[config.mk]
export PLATFORM = sky130hd
export DESIGN_NAME = base64_stream_encoder_top
export DESIGN_NICKNAME = d
export VERILOG_FILES = /design/src/sv/b64enc_pkg.sv /design/src/sv/b64enc_front.sv /design/src/sv/b64enc_fifo.sv /design/src/sv/b64enc_back.sv /design/src/sv/base64_stream_encoder_top.sv
export SDC_FILE = /design/constraint.sdc
export NUM_CORES = 1
export LEC_CHECK = 0
export ABC_AREA = 0
export BUFFER_PORTS_ARGS = -buffer_cell sky130_fd_sc_hd__buf_2
export CAP_MARGIN = 20
export CORE_UTILIZATION = 45
export CTS_BUF_LIST = sky130_fd_sc_hd__clkbuf_4 sky130_fd_sc_hd__clkbuf_8
export CTS_CLUSTER_DIAMETER = 150
export DETAILED_ROUTE_END_ITERATION = 8
export PLACE_DENSITY = 0.62
export SLEW_MARGIN = 10
export SYNTH_ARGS = -nofsm -noshare
export SYNTH_HDL_FRONTEND = slang
export SYNTH_SLANG_ARGS = --single-unit
[constraint.sdc]
create_clock -name clk -period 5 [get_ports clk]
set_clock_uncertainty 0.2 [all_clocks]
set_input_delay 1 -clock clk [delete_from_list [all_inputs] [get_ports clk]]
set_output_delay 1 -clock clk [all_outputs]
set_load 0.005 [all_outputs]
[src/sv/b64enc_pkg.sv]
// ----------------------------------------------------------------------------
// b64enc_pkg
// Types, constants and the sextet-to-character map for the base64 encoder.
// ----------------------------------------------------------------------------
`default_nettype none

package b64enc_pkg;

  localparam logic [6:0] PAD_CHAR = 7'h3D;

  typedef struct packed {
    logic [7:0] in_byte;
    logic       last_byte;
  } b64_in_t;

  typedef struct packed {
    logic [6:0] out_char;
    logic       last_char;
  } b64_out_t;

  // One closed group as handed from front to back.
  // pad_cnt: number of trailing '=' characters (0, 1 or 2).
  typedef struct packed {
    logic [23:0] grp;
    logic [1:0]  pad_cnt;
    logic        last;
  } b64_grp_t;

  function automatic logic [6:0] sextet_char(input logic [5:0] v);
    logic [6:0] c;
    if (v < 6'd26) begin
      c = 7'h41 + {1'b0, v};
    end else if (v < 6'd52) begin
      c = 7'h61 + {1'b0, v} - 7'd26;
    end else if (v < 6'd62) begin
      c = 7'h30 + {1'b0, v} - 7'd52;
    end else if (v == 6'd62) begin
      c = 7'h2B;
    end else begin
      c = 7'h2F;
    end
    return c;
  endfunction

endpackage

`default_nettype wire

[src/sv/b64enc_front.sv]
// ----------------------------------------------------------------------------
// b64enc_front
// Gathers input bytes into groups of three and closes short groups on the
// last byte of a message, pushing each closed group into the queue.
// ----------------------------------------------------------------------------
`default_nettype none

module b64enc_front
  import b64enc_pkg::*;
(
  input  wire logic     clk,
  input  wire logic     rst_n,
  input  wire logic     in_valid,
  output logic          in_ready,
  input  wire b64_in_t  in_data,
  output logic          push,
  output b64_grp_t      push_data,
  input  wire logic     q_full
);

  logic [1:0]  cnt_r, cnt_nxt;
  logic [15:0] pend_r, pend_nxt;
  logic        acc;

  assign in_ready = !q_full;
  assign acc      = in_valid && in_ready;

  always_comb begin
    cnt_nxt   = cnt_r;
    pend_nxt  = pend_r;
    push      = 1'b0;
    push_data = '{grp: {pend_r, in_data.in_byte}, pad_cnt: 2'd0,
                  last: in_data.last_byte};
    if (acc) begin
      if (cnt_r == 2'd2) begin
        push    = 1'b1;
        cnt_nxt = 2'd0;
        pend_nxt = '0;
      end else if (!in_data.last_byte) begin
        if (cnt_r == 2'd1) begin
          pend_nxt = {pend_r[15:8], in_data.in_byte};
          cnt_nxt  = 2'd2;
        end else begin
          pend_nxt = {in_data.in_byte, 8'h00};
          cnt_nxt  = 2'd1;
        end
      end else begin
        push     = 1'b1;
        cnt_nxt  = 2'd0;
        pend_nxt = '0;
        if (cnt_r == 2'd1) begin
          push_data.grp     = {pend_r[15:8], in_data.in_byte, 8'h00};
          push_data.pad_cnt = 2'd1;
        end else begin
          push_data.grp     = {in_data.in_byte, 16'h0000};
          push_data.pad_cnt = 2'd2;
        end
      end
    end
  end

  always_ff @(posedge clk) begin
    if (!rst_n) begin
      cnt_r  <= 2'd0;
      pend_r <= '0;
    end else begin
      cnt_r  <= cnt_nxt;
      pend_r <= pend_nxt;
    end
  end

endmodule

`default_nettype wire

[src/sv/b64enc_fifo.sv]
// ----------------------------------------------------------------------------
// b64enc_fifo
// Short group queue between front and back; DEPTH is a power of two >= 2.
// ----------------------------------------------------------------------------
`default_nettype none

module b64enc_fifo
  import b64enc_pkg::*;
#(
  parameter int DEPTH = 2
) (
  input  wire logic     clk,
  input  wire logic     rst_n,
  input  wire logic     push,
  input  wire b64_grp_t push_data,
  output logic          full,
  input  wire logic     pop,
  output b64_grp_t      pop_data,
  output logic          not_empty
);

  localparam int PW = $clog2(DEPTH);
  localparam int CW = $clog2(DEPTH + 1);

  b64_grp_t        ent_r [DEPTH];
  logic [PW-1:0]   wr_r, rd_r;
  logic [CW-1:0]   cnt_r;
  logic            do_push, do_pop;

  assign full      = (cnt_r == CW'(DEPTH));
  assign not_empty = (cnt_r != '0);
  assign do_push   = push && !full;
  assign do_pop    = pop && not_empty;
  assign pop_data  = ent_r[rd_r];

  always_ff @(posedge clk) begin
    if (do_push) begin
      ent_r[wr_r] <= push_data;
    end
  end

  always_ff @(posedge clk) begin
    if (!rst_n) begin
      wr_r  <= '0;
      rd_r  <= '0;
      cnt_r <= '0;
    end else begin
      if (do_push) wr_r <= wr_r + 1'b1;
      if (do_pop)  rd_r <= rd_r + 1'b1;
      if (do_push && !do_pop) begin
        cnt_r <= cnt_r + 1'b1;
      end else if (do_pop && !do_push) begin
        cnt_r <= cnt_r - 1'b1;
      end
    end
  end

endmodule

`default_nettype wire

[src/sv/b64enc_back.sv]
// ----------------------------------------------------------------------------
// b64enc_back
// Expands one queued group into four characters, one beat per cycle while
// out_ready holds, through an output register.
// ----------------------------------------------------------------------------
`default_nettype none

module b64enc_back
  import b64enc_pkg::*;
(
  input  wire logic     clk,
  input  wire logic     rst_n,
  input  wire logic     q_not_empty,
  input  wire b64_grp_t q_data,
  output logic          pop,
  output logic          out_valid,
  input  wire logic     out_ready,
  output b64_out_t      out_data
);

  b64_grp_t   grp_r, grp_nxt;
  logic       busy_r, busy_nxt;
  logic [1:0] idx_r, idx_nxt;
  logic       ov_r, ov_nxt;
  b64_out_t   od_r, od_nxt;
  logic       slot_free, load;
  logic [5:0] sx;
  logic       is_pad;

  assign slot_free = !ov_r || out_ready;
  assign load      = busy_r && slot_free;
  // refill the group register on the same cycle the fourth char goes out
  assign pop       = q_not_empty && (!busy_r || (load && idx_r == 2'd3));

  always_comb begin
    case (idx_r)
      2'd0:    sx = grp_r.grp[23:18];
      2'd1:    sx = grp_r.grp[17:12];
      2'd2:    sx = grp_r.grp[11:6];
      default: sx = grp_r.grp[5:0];
    endcase
    is_pad = (grp_r.pad_cnt == 2'd2 && idx_r[1]) ||
             (grp_r.pad_cnt == 2'd1 && idx_r == 2'd3);
  end

  always_comb begin
    grp_nxt  = grp_r;
    busy_nxt = busy_r;
    idx_nxt  = idx_r;
    ov_nxt   = ov_r && !out_ready;
    od_nxt   = od_r;
    if (load) begin
      ov_nxt             = 1'b1;
      od_nxt.out_char    = is_pad ? PAD_CHAR : sextet_char(sx);
      od_nxt.last_char   = grp_r.last && (idx_r == 2'd3);
      idx_nxt            = idx_r + 2'd1;
      if (idx_r == 2'd3) busy_nxt = 1'b0;
    end
    if (pop) begin
      grp_nxt  = q_data;
      busy_nxt = 1'b1;
      idx_nxt  = 2'd0;
    end
  end

  always_ff @(posedge clk) begin
    if (!rst_n) begin
      busy_r <= 1'b0;
      idx_r  <= 2'd0;
      ov_r   <= 1'b0;
    end else begin
      busy_r <= busy_nxt;
      idx_r  <= idx_nxt;
      ov_r   <= ov_nxt;
    end
    grp_r <= grp_nxt;
    od_r  <= od_nxt;
  end

  assign out_valid = ov_r;
  assign out_data  = od_r;

endmodule

`default_nettype wire

[src/sv/base64_stream_encoder_top.sv]
// ----------------------------------------------------------------------------
// base64_stream_encoder_top
// Base64 encoder (A-Z a-z 0-9 + /) over a byte stream.
// ----------------------------------------------------------------------------
// One byte per input beat; last_byte closes the message and pads the final
// group with '=' as needed, and last_char marks the final character. Every
// group of three bytes (or a short final group) gives four output beats, one
// character per cycle from the back end's output register while out_ready
// holds, so the character emitter is the limit on the sustained input rate.
// A front end gathers bytes into groups and a FIFO_DEPTH-entry group queue
// decouples it from the emitter, so bytes keep being taken while characters
// are stalled until the queue fills. The closing byte's group is written to
// the queue, then loaded into the group register, then its first character goes to the output register.
// ----------------------------------------------------------------------------
`default_nettype none

module base64_stream_encoder_top
  import b64enc_pkg::*;
#(
  parameter int FIFO_DEPTH = 2
) (
  input  wire logic     clk,
  input  wire logic     rst_n,
  input  wire logic     in_valid,
  output logic          in_ready,
  input  wire b64_in_t  in_data,
  output logic          out_valid,
  input  wire logic     out_ready,
  output b64_out_t      out_data
);

  logic     push, q_full, pop, q_not_empty;
  b64_grp_t push_data, q_data;

  b64enc_front u_front (
    .clk       (clk),
    .rst_n     (rst_n),
    .in_valid  (in_valid),
    .in_ready  (in_ready),
    .in_data   (in_data),
    .push      (push),
    .push_data (push_data),
    .q_full    (q_full)
  );

  b64enc_fifo #(.DEPTH(FIFO_DEPTH)) u_fifo (
    .clk       (clk),
    .rst_n     (rst_n),
    .push      (push),
    .push_data (push_data),
    .full      (q_full),
    .pop       (pop),
    .pop_data  (q_data),
    .not_empty (q_not_empty)
  );

  b64enc_back u_back (
    .clk         (clk),
    .rst_n       (rst_n),
    .q_not_empty (q_not_empty),
    .q_data      (q_data),
    .pop         (pop),
    .out_valid   (out_valid),
    .out_ready   (out_ready),
    .out_data    (out_data)
  );

endmodule

`default_nettype wire

-- After elaboration in Yosys (flattened, before gate mapping)
Memories as Yosys holds them, arrays and structs flattened. A register that Yosys moved wholly into a read port is not among the register bits.
Cells that the tools add are included.
Widths: inputs -> output; s select.
- $add $sub $neg: 10
- order comparisons: 3
- eq/ne operators: 10
- multiplexer cells: 26
- bitwise operators: 1
- reductions and logical operators: 29
- operators by type and width (cell ; count):
    $mux 26 ; 4
    $mux 16 ; 3
    $mux 7 ; 3
    $pmux 6 s3 ; 1
    $add 7x6->7 const A ; 2
    $logic_and 1x1->1 ; 12
    $lt 6x6->1 const B ; 2
    $eq 2x2->1 const B ; 5
    $mux 2 ; 5
    $mux 1 ; 9
    $reduce_bool 2->1 ; 4
    $add 6x6->7 const A ; 1
    $sub 7x5->7 const B ; 1
    $sub 7x6->7 const B ; 1
    $eq 2x1->1 const B ; 3
    $eq 6x6->1 const B ; 1
    $logic_not 1->1 ; 6
    $lt 6x5->1 const B ; 1
    $add 2x1->2 const B ; 2
    $reduce_and 2->1 ; 2
    $logic_or 1x1->1 ; 3
    $mux 3 ; 1
    $ne 3x2->1 const B ; 1
    $add 1x1->1 const B ; 2
    other kinds (4) ; 4
- bits in registers: 34
- RAM bits: 54
- bits of input ports: 13
- output and inout bits: 10
- memories kept: 1
- memory list (memory ; depth ; bits a word ; read ports ; clocked after Yosys merged registers in ; wr ports ; RTL line ; text):
    u_fifo.ent_r ; 2 ; 27 ; 1 ; 1 ; 1 ; b64enc_fifo.sv:25 ; b64_grp_t ent_r [DEPTH];

-- Longest topological paths before layout
Gate-level depths: netlist of run 1.
- word-level depth: 10
- depth in mapped cells: 10

-- By module
From an unflattened synthesis of run 1, not the netlist that was laid out.
- cell total of the unflattened synthesis: 357
- area total of the unflattened synthesis: 5057.4 sq um
- modules (own cells, without submodules) (module ; times used ; cells an instance ; area each (sq um) ; seq. area each (sq um)):
    b64enc_fifo ; 1 ; 109 ; 2182.1 ; 1721.7
    b64enc_back ; 1 ; 155 ; 1910.6 ; 1131.1
    b64enc_front ; 1 ; 93 ; 964.7 ; 360.3

-- Worst setup path after synthesis of run 1
OpenSTA, ideal clock, no wires.
- path kind: in2reg
- from: input port in_data[0] (netlist name)
- to: memory u_fifo.ent_r[0][0] (netlist name) (enable)
- arrival: 2533 ps
- setup slack: 1855 ps
- stages: 4
- buffers on the path: 1
- cell sequence: buf_2 -> nand2b_1 -> nand2_1 -> nor2_1
- word-level cells in the longest chain between the ends: 6
- RTL lines (element ; RTL line ; text):
    start, declared ; base64_stream_encoder_top.sv:26 ; input wire b64_in_t in_data,
    $mux 1 ; b64enc_front.sv:39 ; end else if (!in_data.last_byte) begin
    $mux 1 ; b64enc_front.sv:35 ; if (cnt_r == 2'd2) begin
    $mux 1 ; b64enc_front.sv:34 ; if (acc) begin
    $logic_and 1x1->1 ; b64enc_fifo.sv:32 ; assign do_push = push && !full;
    $mux 1 ; b64enc_fifo.sv:37 ; if (do_push) begin
    $mux 1 (not written as such) ; b64enc_fifo.sv:38 ; ent_r[wr_r] <= push_data;
    end, declared ; b64enc_fifo.sv:25 ;
Every way passes these cells.

-- Final worst setup path of run 1
- from: register u_back.idx_r[1]
- to: register u_back.od_r (netlist bit u_back.out_data[2]), data pin
- word-level cells in the longest chain between the ends: 7
- elaborated cells on any way between the ends: 19
- those cells by class: add/sub (5); order compare (3); eq/ne (3); mux (4); reduce/logical (4)
- RTL lines (element ; RTL line ; text):
    start, declared ; b64enc_back.sv:23 ; logic [1:0] idx_r, idx_nxt;
    start signal, assigned ; b64enc_back.sv:73 ; idx_r <= idx_nxt;
    $eq 2x2->1 (tied with other cells) ; b64enc_back.sv:36 ; case (idx_r)
    $pmux 6 s3 ; b64enc_back.sv:36 ;
    $add 6x6->7 ; b64enc_pkg.sv:36 ; c = 7'h30 + {1'b0, v} - 7'd52;
    $sub 7x6->7 ; b64enc_pkg.sv:36 ;
    $mux 7 ; b64enc_pkg.sv:35 ; end else if (v < 6'd62) begin
    $mux 7 ; b64enc_pkg.sv:33 ; end else if (v < 6'd52) begin
    $mux 7 ; b64enc_pkg.sv:31 ; if (v < 6'd26) begin
    end signal, assigned ; b64enc_back.sv:77 ; od_r <= od_nxt;
    end, declared ; b64enc_back.sv:25 ; b64_out_t od_r, od_nxt;
Several ways; a longest one is shown, not always the timed one.
A chain may end at the register's enable or synchronous reset.

==> run_summary.xml, run 1 <==
<?xml version="1.0" encoding="UTF-8"?>
<metrics>
  <group name="run_status">
    <metric name="outcome" unit="">finished, final reports clean</metric>
  </group>
  <group name="routing">
    <metric name="route.detailed.wl_per_inst" unit="um">16.3</metric>
    <metric name="drt_iter0_drc" unit="">186</metric>
    <metric name="detailroute.via_count" unit="">2924</metric>
    <metric name="route.detailed.drc" unit="">0</metric>
    <metric name="viasPerCell" unit="">5.45</metric>
    <metric name="drt-total-wl" unit="mm">8.75</metric>
    <metric name="detail-route-antenna-nets" unit="">0</metric>
    <metric name="drt_pass1_iterations" unit="">5</metric>
  </group>
  <group name="global_routing">
    <metric name="grtUsageTotal" unit="%">17.1</metric>
    <metric name="grt_pass1_wl" unit="mm">14.4</metric>
    <metric name="grt_pass1_vias" unit="">2807</metric>
    <metric name="global_route.overflow_total" unit="">0</metric>
    <metric name="antenna_found_initial" unit="">0</metric>
    <metric name="grt_start_max_net_pins" unit="">29</metric>
  </group>
  <group name="sta">
    <metric name="rsz0062_at_grt" unit="">false</metric>
    <metric name="max_clock_freq" unit="GHz">0.316</metric>
    <metric name="period_share" unit="%">63.2</metric>
    <metric name="report.final.hold_viol_count" unit="">0</metric>
    <metric name="maxSlewViolCount" unit="">0</metric>
    <metric name="post_layout_min_period" unit="ps">3160</metric>
    <metric name="relSlewSlack" unit="%">33.6</metric>
    <metric name="timing.setup.tns" unit="ps">0</metric>
    <metric name="setup_viol" unit="">0</metric>
    <metric name="worst_pin_slew" unit="ps">969</metric>
  </group>
  <group name="clock_tree">
    <metric name="htreeDepth" unit="">4</metric>
    <metric name="cts_tree" unit="">done</metric>
    <metric name="cts_repair_resize_count" unit="">0</metric>
    <metric name="cts_root_buf" unit="">sky130_fd_sc_hd__clkbuf_8</metric>
    <metric name="clkSinkCount" unit="">115</metric>
    <metric name="hold_bufs_at_cts" unit="">0</metric>
    <metric name="postCtsSetupBuffers" unit="">0</metric>
    <metric name="clk_path_buf_depth" unit="">2</metric>
    <metric name="cts_made_buffers" unit="">17</metric>
    <metric name="worst_skew_pair.late_latency" unit="ps">430</metric>
    <metric name="path_clk_slew" unit="ps">70</metric>
  </group>
  <group name="worst_setup_path">
    <metric name="reg2reg_from" unit="">u_back.idx_r[1]$_SDFFE_PP0P_</metric>
    <metric name="critical_path.most_common_cell" unit="">sky130_fd_sc_hd__ha_1</metric>
    <metric name="timing_worst_setup_path_type" unit="">flop to flop</metric>
    <metric name="critical_path.startpoint_type" unit="">flop</metric>
    <metric name="timing.critical_path.slowest_stage_cell" unit="">sky130_fd_sc_hd__or4_1</metric>
    <metric name="setup.worst_path.end_class" unit="">flop</metric>
    <metric name="worstPathRequired" unit="ps">4960</metric>
    <metric name="worst_ep_arrival_time" unit="ps">3120</metric>
    <metric name="cp-startpoint" unit="">u_back.idx_r[1]$_SDFFE_PP0P_</metric>
    <metric name="path_cells" unit="">ha_1 &gt; mux2i_1 &gt; inv_1 &gt; ha_1 &gt; or4_1 &gt; a41oi_2 &gt; a2111oi_2</metric>
    <metric name="worstPathMaxFanout" unit="">12</metric>
    <metric name="max_stage_delay" unit="ps">550</metric>
  </group>
  <group name="placement">
    <metric name="dp.final_hpwl" unit="mm">5.91</metric>
    <metric name="gp_congestion" unit="">0.790</metric>
    <metric name="port_buffers" unit="">22</metric>
  </group>
  <group name="die">
    <metric name="die_width" unit="um">107</metric>
    <metric name="floorplan.die_area" unit="sq um">11500</metric>
    <metric name="area_of_the_core" unit="sq um">10500</metric>
    <metric name="initial_util" unit="%">47.2</metric>
    <metric name="floorplan.die.height" unit="um">107</metric>
    <metric name="top_level_ports" unit="">23</metric>
    <metric name="fp-row-count" unit="">37</metric>
  </group>
  <group name="yosys">
    <metric name="synth.yosys.warnings" unit="">0</metric>
    <metric name="synth_flop_cell" unit="">sky130_fd_sc_hd__edfxtp_1</metric>
    <metric name="ys_seq_elements" unit="">115</metric>
    <metric name="syn-cell-area" unit="sq um">4960</metric>
    <metric name="synth-edff-count" unit="">89</metric>
    <metric name="synth_seq_area_share" unit="%">64.3</metric>
    <metric name="synth_fp_nets" unit="">380</metric>
    <metric name="synth_async_sr_flop_share" unit="%">0</metric>
    <metric name="synth.lib_cells_used.distinct" unit="">53</metric>
    <metric name="post_synth.cell_area_avg" unit="sq um">13.9</metric>
    <metric name="post_synthesis_cell_count" unit="">358</metric>
  </group>
  <group name="hold_path">
    <metric name="hp-class" unit="">flop to flop</metric>
    <metric name="hold_path.startpoint" unit="">u_front.pend_r[12]$_SDFFE_PN0P_</metric>
  </group>
  <group name="power_and_ir_drop">
    <metric name="p_leak" unit="uW">0.00202</metric>
    <metric name="pwr_density_cell" unit="nW/um^2">589</metric>
    <metric name="peak_supply_drop" unit="mV">0.318</metric>
  </group>
  <group name="finish">
    <metric name="fillers" unit="">884</metric>
    <metric name="p_r_area_growth_vs_syn" unit="%">13.9</metric>
    <metric name="n_antenna_cell" unit="">0</metric>
    <metric name="seqCellArea" unit="sq um">3190</metric>
    <metric name="final_layout_size_suffix_gt1_share" unit="%">26.2</metric>
    <metric name="design.final.nets" unit="">410</metric>
    <metric name="multiInputGateArea" unit="sq um">1640</metric>
    <metric name="finish.utilization" unit="%">53.8</metric>
  </group>
  <group name="flow_run">
    <metric name="max_cap_violations" unit="">0</metric>
  </group>
</metrics>
-- kinds of logic (layout without fill, tap and decap cells) --
kind of cell / after synthesis / count (layout) / share of synthesized area, %
AO/OA/AOI/OAI: 74 / 74 / 11.4
AND/OR/NAND/NOR: 81 / 81 / 8.83
adder cells (fa/ha/maj): 9 / 9 / 2.27
flip-flops: 115 / 115 / 64.3
buffers and inverters: 31 / 74 / 2.67
XOR/XNOR: 5 / 5 / 0.882
multiplexers: 43 / 43 / 9.63
-- synthesized netlist by cell type, types with 3 or more instances --
cell / number / area share [%]
sky130_fd_sc_hd__and2_1: 14 / 1.8
sky130_fd_sc_hd__clkbuf_1: 10 / 0.76
sky130_fd_sc_hd__xnor2_1: 4 / 0.71
sky130_fd_sc_hd__a22oi_1: 12 / 1.8
sky130_fd_sc_hd__nor2_1: 13 / 0.98
sky130_fd_sc_hd__mux2i_1: 5 / 1.0
sky130_fd_sc_hd__buf_2: 3 / 0.30
sky130_fd_sc_hd__dfxtp_1: 26 / 10
sky130_fd_sc_hd__mux2_2: 38 / 8.6
sky130_fd_sc_hd__a21oi_1: 7 / 0.71
sky130_fd_sc_hd__ha_1: 9 / 2.3
sky130_fd_sc_hd__a222oi_1: 4 / 0.81
sky130_fd_sc_hd__nand2_1: 17 / 1.3
sky130_fd_sc_hd__nand4_1: 3 / 0.38
sky130_fd_sc_hd__nand2b_1: 4 / 0.50
sky130_fd_sc_hd__inv_1: 15 / 1.1
sky130_fd_sc_hd__nor3_1: 3 / 0.30
sky130_fd_sc_hd__a31oi_1: 5 / 0.63
sky130_fd_sc_hd__a21boi_0: 3 / 0.45
sky130_fd_sc_hd__nor2b_1: 11 / 1.4
sky130_fd_sc_hd__o21ai_0: 11 / 1.1
sky130_fd_sc_hd__a32oi_1: 3 / 0.53
sky130_fd_sc_hd__a22o_1: 12 / 2.1
sky130_fd_sc_hd__nand3_1: 4 / 0.40
sky130_fd_sc_hd__edfxtp_1: 89 / 54
-- per-layer routing --
metal | vias up | global-route usage (%) | wire [um]
li1 | 1434 | - | -
met1 | 1403 | 21.8 | 4080
met2 | 74 | 26.6 | 4190
met3 | 13 | 5.53 | 350
met4 | 0 | 7.24 | 131
met5 | - | 0 | 0
-- cell usage in the layout, fill, tap and decap left out, types with 3 or more instances in the layout --
cell	synthesis	routed
sky130_fd_sc_hd__a21boi_0	3	3
sky130_fd_sc_hd__a21oi_1	7	7
sky130_fd_sc_hd__a222oi_1	4	4
sky130_fd_sc_hd__a22o_1	12	12
sky130_fd_sc_hd__a22oi_1	12	12
sky130_fd_sc_hd__a31oi_1	5	5
sky130_fd_sc_hd__a32oi_1	3	3
sky130_fd_sc_hd__and2_1	14	14
sky130_fd_sc_hd__buf_2	3	22
sky130_fd_sc_hd__buf_4	1	4
sky130_fd_sc_hd__bufinv_16	0	4
sky130_fd_sc_hd__clkbuf_8	0	21
sky130_fd_sc_hd__clkinv_2	1	6
sky130_fd_sc_hd__dfxtp_1	26	26
sky130_fd_sc_hd__edfxtp_1	89	89
sky130_fd_sc_hd__ha_1	9	9
sky130_fd_sc_hd__inv_1	15	15
sky130_fd_sc_hd__mux2_2	38	38
sky130_fd_sc_hd__mux2i_1	5	5
sky130_fd_sc_hd__nand2_1	17	17
sky130_fd_sc_hd__nand2b_1	4	4
sky130_fd_sc_hd__nand3_1	4	4
sky130_fd_sc_hd__nand4_1	3	3
sky130_fd_sc_hd__nor2_1	13	12
sky130_fd_sc_hd__nor2b_1	11	11
sky130_fd_sc_hd__nor3_1	3	3
sky130_fd_sc_hd__o21ai_0	11	11
sky130_fd_sc_hd__xnor2_1	4	4
-- worst max-delay path: cells and delay by family (launching register included) --
| kind | cells | cell delay (ps) |
|---|---|---|
| buffers and inverters | 1 | 150 |
| AOI/OAI and AO/OA | 2 | 250 |
| muxes | 1 | 490 |
| and+or+nand+nor | 1 | 550 |
| adders and majority gates | 2 | 840 |
| DFF | 1 | 390 |
-- report_power, final --
part | switching, uW | total, uW | internal [uW]
Combinational | 607 | 999 | 392
Sequential | 68.6 | 1390 | 1320
Clock | 348 | 945 | 597
Total | 1020 | 3330 | 2310
-- layout make-up --
type / count / area share [%]
Multi-Input combinational cell: 212 / 29.0
Inverter: 16 / 1.08
Clock buffer: 22 / 5.25
Timing Repair Buffer: 26 / 2.48
Tap cell: 136 / 3.01
Clock inverter: 10 / 2.70
Sequential cell: 115 / 56.5
-- registers in the layout, indices dropped and copies added (netlist names) --
| register | count |
|---|---|
| u_fifo.wr_r | 1 |
| u_back.out_valid | 1 |
| u_fifo.ent_r | 54 |
| u_back.idx_r | 2 |
| u_fifo.cnt_r | 2 |
| u_fifo.rd_r | 1 |
| u_front.cnt_r | 2 |
| u_front.pend_r | 16 |
| u_back.busy_r | 1 |
| u_back.grp_r | 27 |
| u_back.out_data | 8 |
-- through the flow --
step | setup slack (ps) | power (uW) | instance area (sq um) | std cells | hold WS [ps]
floorplan | 1860 | 2160 | 4960 | 358 | 239
detailed placement | 1850 | 2400 | 5200 | 505 | 257
CTS | 1840 | 3340 | 5650 | 537 | 278
finish | 1840 | 3330 | 5650 | 537 | 272
global placement | 1910 | 2380 | 5200 | 505 | 253
global route | 1650 | 3520 | 5650 | 537 | 290
-- path summary, 6_finish.rpt --
check | cells after the start | slack (ps) | endpoint
setup / recovery | 7 | 1840 | u_back.out_data[2]$_SDFFCE_PP0P_
hold / removal | 1 | 270 | u_front.pend_r[12]$_SDFFE_PN0P_
setup reg to reg | 7 | 1840 | u_back.out_data[2]$_SDFFCE_PP0P_
hold reg to reg | 1 | 270 | u_front.pend_r[12]$_SDFFE_PN0P_
(Power assumes the default switching activity.)
==> inputs of run 2 (changes only) <==
--- a/config.mk
+++ b/config.mk
@@ -5,14 +5,14 @@
 export SDC_FILE = /design/constraint.sdc
 export NUM_CORES = 1
 export LEC_CHECK = 0
-export ABC_AREA = 0
+export ABC_AREA = 1
 export BUFFER_PORTS_ARGS = -buffer_cell sky130_fd_sc_hd__buf_2
 export CAP_MARGIN = 20
 export CORE_UTILIZATION = 45
 export CTS_BUF_LIST = sky130_fd_sc_hd__clkbuf_4 sky130_fd_sc_hd__clkbuf_8
 export CTS_CLUSTER_DIAMETER = 150
 export DETAILED_ROUTE_END_ITERATION = 8
-export PLACE_DENSITY = 0.62
+export PLACE_DENSITY = 0.65
 export SLEW_MARGIN = 10
 export SYNTH_ARGS = -nofsm -noshare
 export SYNTH_HDL_FRONTEND = slang
==> constraint.sdc (replaced) <==
create_clock -name clk -period 2.8 [get_ports clk]
set_clock_uncertainty 0.2 [all_clocks]
set_input_delay 0.56 -clock clk [delete_from_list [all_inputs] [get_ports clk]]
set_output_delay 0.56 -clock clk [all_outputs]
set_load 0.005 [all_outputs]
==> run 2 against run 1 <==
Compared with the run above:
- first-iteration DRC count fell by 11%
- non-clock buffer count grew 2
- clock-buffer cell count unchanged
- critical endpoint is now u_back.out_data[3]$_SDFFCE_PP1P_
- cell count grew 26%
- setup slack got worse by 1400 ps
- via count increased by 14%
- synthesized cell count grew 37%
==> run_summary.xml, run 2 <==
<?xml version="1.0" encoding="UTF-8"?>
<metrics>
  <group name="die">
    <metric name="initial_util" unit="%">46.1</metric>
    <metric name="area_of_the_core" unit="sq um">10800</metric>
    <metric name="die_width" unit="um">107</metric>
    <metric name="fp-row-count" unit="">38</metric>
    <metric name="top_level_ports" unit="">23</metric>
    <metric name="floorplan.die_area" unit="sq um">11500</metric>
    <metric name="floorplan.die.height" unit="um">107</metric>
  </group>
  <group name="hold_path">
    <metric name="hp-class" unit="">primary input to flop</metric>
  </group>
  <group name="yosys">
    <metric name="post_synth.cell_area_avg" unit="sq um">10.2</metric>
    <metric name="synth.yosys.warnings" unit="">0</metric>
    <metric name="synth.lib_cells_used.distinct" unit="">33</metric>
    <metric name="syn-cell-area" unit="sq um">4970</metric>
    <metric name="synth-edff-count" unit="">89</metric>
    <metric name="synth_largest_area_cell" unit="">sky130_fd_sc_hd__edfxtp_1</metric>
    <metric name="yosys-top-cells-count" unit="">176 x sky130_fd_sc_hd__nand2_1, 89 x sky130_fd_sc_hd__edfxtp_1, 39 x sky130_fd_sc_hd__nor2_1, 38 x sky130_fd_sc_hd__inv_1, 26 x sky130_fd_sc_hd__dfxtp_1</metric>
    <metric name="synth_top_area_share" unit="%">53.7</metric>
    <metric name="ys_seq_elements" unit="">115</metric>
    <metric name="synth_fp_nets" unit="">511</metric>
    <metric name="post_synthesis_cell_count" unit="">489</metric>
    <metric name="synth_flop_cell" unit="">sky130_fd_sc_hd__edfxtp_1</metric>
    <metric name="synthMostInstantiatedCell" unit="">sky130_fd_sc_hd__nand2_1</metric>
    <metric name="synth_async_sr_flop_share" unit="%">0</metric>
    <metric name="synthTopCellsByArea" unit="">sky130_fd_sc_hd__edfxtp_1 54%, sky130_fd_sc_hd__nand2_1 13%, sky130_fd_sc_hd__dfxtp_1 10%, sky130_fd_sc_hd__nor2_1 2.9%, sky130_fd_sc_hd__inv_1 2.9%</metric>
    <metric name="synth_seq_area_share" unit="%">64.2</metric>
  </group>
  <group name="sta">
    <metric name="maxSlewViolCount" unit="">0</metric>
    <metric name="period_share" unit="%">83.3</metric>
    <metric name="setup_viol" unit="">0</metric>
    <metric name="timing.setup.tns" unit="ps">0</metric>
    <metric name="report.final.hold_viol_count" unit="">0</metric>
    <metric name="max_clock_freq" unit="GHz">0.429</metric>
    <metric name="relSlewSlack" unit="%">64.7</metric>
    <metric name="rsz0062_at_grt" unit="">false</metric>
    <metric name="worst_pin_slew" unit="ps">525</metric>
    <metric name="post_layout_min_period" unit="ps">2330</metric>
  </group>
  <group name="worst_setup_path">
    <metric name="worst-r2r-cell-count" unit="">15</metric>
    <metric name="r2r_setup_slack" unit="ps">470</metric>
    <metric name="worst_ep_arrival_time" unit="ps">2310</metric>
    <metric name="setup.worst_path.end_class" unit="">flop</metric>
    <metric name="path_cells" unit="">inv_1 &gt; ha_1 &gt; nand2_1 &gt; nand2_1 &gt; o21bai_2 &gt; ha_1 &gt; inv_1 &gt; nand2_1 &gt; nand2_1 &gt; inv_1 &gt; nand2_1 &gt; nand2_1 &gt; inv_1 &gt; nand2_1 &gt; nand2_1</metric>
    <metric name="worst_r2r_endpoint" unit="">u_back.out_data[3]$_SDFFCE_PP1P_</metric>
    <metric name="critical_path.startpoint_type" unit="">flop</metric>
    <metric name="timing.critical_path.slowest_stage_cell" unit="">sky130_fd_sc_hd__dfxtp_1</metric>
    <metric name="critical_path.most_common_cell" unit="">sky130_fd_sc_hd__nand2_1</metric>
    <metric name="cp-startpoint" unit="">u_back.idx_r[0]$_SDFFE_PP0P_</metric>
    <metric name="timing.critical_path.to" unit="">u_back.out_data[3]$_SDFFCE_PP1P_</metric>
    <metric name="max_stage_delay" unit="ps">410</metric>
    <metric name="timing_worst_setup_path_type" unit="">flop to flop</metric>
    <metric name="reg2reg_from" unit="">u_back.idx_r[0]$_SDFFE_PP0P_</metric>
    <metric name="worstPathRequired" unit="ps">2770</metric>
    <metric name="critical_path_cell_count" unit="">15</metric>
    <metric name="timing.critical_path.buf_inv" unit="">4</metric>
    <metric name="worstPathMaxFanout" unit="">6</metric>
    <metric name="worst_path_dominant_cell_family" unit="">adder cells</metric>
  </group>
  <group name="routing">
    <metric name="drt_pass1_iterations" unit="">5</metric>
    <metric name="route.detailed.wl_per_inst" unit="um">13.9</metric>
    <metric name="detail-route-antenna-nets" unit="">0</metric>
    <metric name="drt-total-wl" unit="mm">9.43</metric>
    <metric name="viasPerCell" unit="">4.91</metric>
    <metric name="route.detailed.drc" unit="">0</metric>
    <metric name="drt_iter0_drc" unit="">165</metric>
    <metric name="detailroute.via_count" unit="">3334</metric>
  </group>
  <group name="clock_tree">
    <metric name="hold_bufs_at_cts" unit="">0</metric>
    <metric name="cts_root_buf" unit="">sky130_fd_sc_hd__clkbuf_8</metric>
    <metric name="cts_repair_resize_count" unit="">0</metric>
    <metric name="cts_made_buffers" unit="">17</metric>
    <metric name="htreeDepth" unit="">4</metric>
    <metric name="worst_skew_pair.late_latency" unit="ps">420</metric>
    <metric name="path_clk_slew" unit="ps">70</metric>
    <metric name="clkSinkCount" unit="">115</metric>
    <metric name="postCtsSetupBuffers" unit="">0</metric>
    <metric name="clk_path_buf_depth" unit="">2</metric>
    <metric name="cts_tree" unit="">done</metric>
  </group>
  <group name="finish">
    <metric name="p_r_area_growth_vs_syn" unit="%">14.6</metric>
    <metric name="layoutNonFillerInstCount" unit="">679</metric>
    <metric name="design.final.nets" unit="">548</metric>
    <metric name="fillers" unit="">927</metric>
    <metric name="n_antenna_cell" unit="">0</metric>
    <metric name="layout.cells.most_common_list" unit="">176 x sky130_fd_sc_hd__nand2_1, 89 x sky130_fd_sc_hd__edfxtp_1, 38 x sky130_fd_sc_hd__inv_1</metric>
    <metric name="largest_register_ff_count" unit="">54</metric>
    <metric name="layout_commonest_cell" unit="">sky130_fd_sc_hd__nand2_1</metric>
    <metric name="final_layout_size_suffix_gt1_share" unit="%">16.7</metric>
    <metric name="register_name_with_the_most_flops" unit="">u_fifo.ent_r</metric>
    <metric name="final_cell_area" unit="sq um">5700</metric>
    <metric name="reg.largest.list" unit="">u_fifo.ent_r (54), u_back.grp_r (27), u_front.pend_r (16)</metric>
  </group>
  <group name="power_and_ir_drop">
    <metric name="peak_supply_drop" unit="mV">0.412</metric>
    <metric name="pwr_density_cell" unit="nW/um^2">1040</metric>
    <metric name="p_leak" unit="uW">0.00234</metric>
  </group>
  <group name="global_routing">
    <metric name="grt_pass1_vias" unit="">3231</metric>
    <metric name="global_route.overflow_total" unit="">0</metric>
    <metric name="grt_pass1_wl" unit="mm">15.6</metric>
    <metric name="grtUsageTotal" unit="%">18.2</metric>
    <metric name="grt_start_max_net_pins" unit="">31</metric>
    <metric name="antenna_found_initial" unit="">0</metric>
  </group>
  <group name="placement">
    <metric name="place_area" unit="sq um">5260</metric>
    <metric name="place_inst" unit="">647</metric>
    <metric name="dp.final_hpwl" unit="mm">6.62</metric>
    <metric name="gp_congestion" unit="">1.01</metric>
    <metric name="port_buffers" unit="">22</metric>
  </group>
  <group name="run_status">
    <metric name="outcome" unit="">finished, final reports clean</metric>
  </group>
  <group name="flow_run">
    <metric name="max_cap_violations" unit="">0</metric>
  </group>
</metrics>
==> run 2: cell count changes in the layout (fill, tap and decap cells not counted), moves of 12 or more <==
cell                      before  now
sky130_fd_sc_hd__a22oi_1      12    0
sky130_fd_sc_hd__nor2_1       12   37
sky130_fd_sc_hd__mux2_2       38    0
sky130_fd_sc_hd__nand2_1      17  176
sky130_fd_sc_hd__inv_1        15   38
sky130_fd_sc_hd__and2_1       14    0
sky130_fd_sc_hd__a21oi_1       7   21
==> run 2: layer usage <==
metal	track usage [%]	wire (um)	vias up
li1	-	-	1699
met1	21.9	4090	1548
met2	30.2	4780	77
met3	5.41	407	10
met4	7.93	153	0
met5	0	0	-
==> run 2: kinds of logic after synthesis <==
kind of cell | Yosys count | share of synthesized area [%]
fa+ha+maj | 9 | 2.26
simple gates | 248 | 20.7
xor+xnor | 2 | 0.352
buf+inv | 55 | 4.48
flops | 115 | 64.2
compound gates | 60 | 7.95
==> run 2: area by class of cell <==
cell class / instances / area (sq um) / area share [%]
clock buffer: 22 / 284 / 4.98
clock inverter: 10 / 156 / 2.74
inverter: 45 / 169 / 2.96
multi-input combinational: 319 / 1570 / 27.5
sequential: 115 / 3190 / 56.0
tap: 140 / 175 / 3.07
timing repair buffer: 28 / 155 / 2.72
==> run 2: how the worst min path moves through the flow <==
| stage | start | to | slack (ps) | cells after the start |
|---|---|---|---|---|
| after floorplan | u_front.pend_r[0]$_SDFFE_PN0P_ | u_front.pend_r[0]$_SDFFE_PN0P_ | 250 | 2 |
| after global placement | u_front.cnt_r[0]$_SDFFE_PN0P_ | u_front.cnt_r[0]$_SDFFE_PN0P_ | 260 | 2 |
| after detailed placement | u_back.busy_r$_SDFFE_PN0P_ | u_back.out_valid$_SDFF_PN0_ | 260 | 2 |
| after CTS | in_data[0] | u_fifo.ent_r[0][0]$_DFFE_PP_ | 130 | 1 |
| after global routing | in_data[0] | u_fifo.ent_r[0][0]$_DFFE_PP_ | 120 | 1 |
| final | in_data[0] | u_fifo.ent_r[1][0]$_DFFE_PP_ | 150 | 1 |
==> run 2: metrics by stage <==
step	hold WS (ps)	power, uW	utilization [%]	setup slack [ps]
2_1_floorplan	245	3820	-	0.293
3_3_place_gp	258	4250	48.7	520
3_5_place_dp	264	4300	48.7	483
4_1_cts	128	5980	52.8	461
5_1_grt	117	6350	52.8	248
6_report	149	5930	52.8	467
==> run 2: power breakdown <==
part	switching [uW]	internal (uW)	total, uW
sequential	128	2390	2510
combinational	1190	554	1740
clock	632	1040	1680
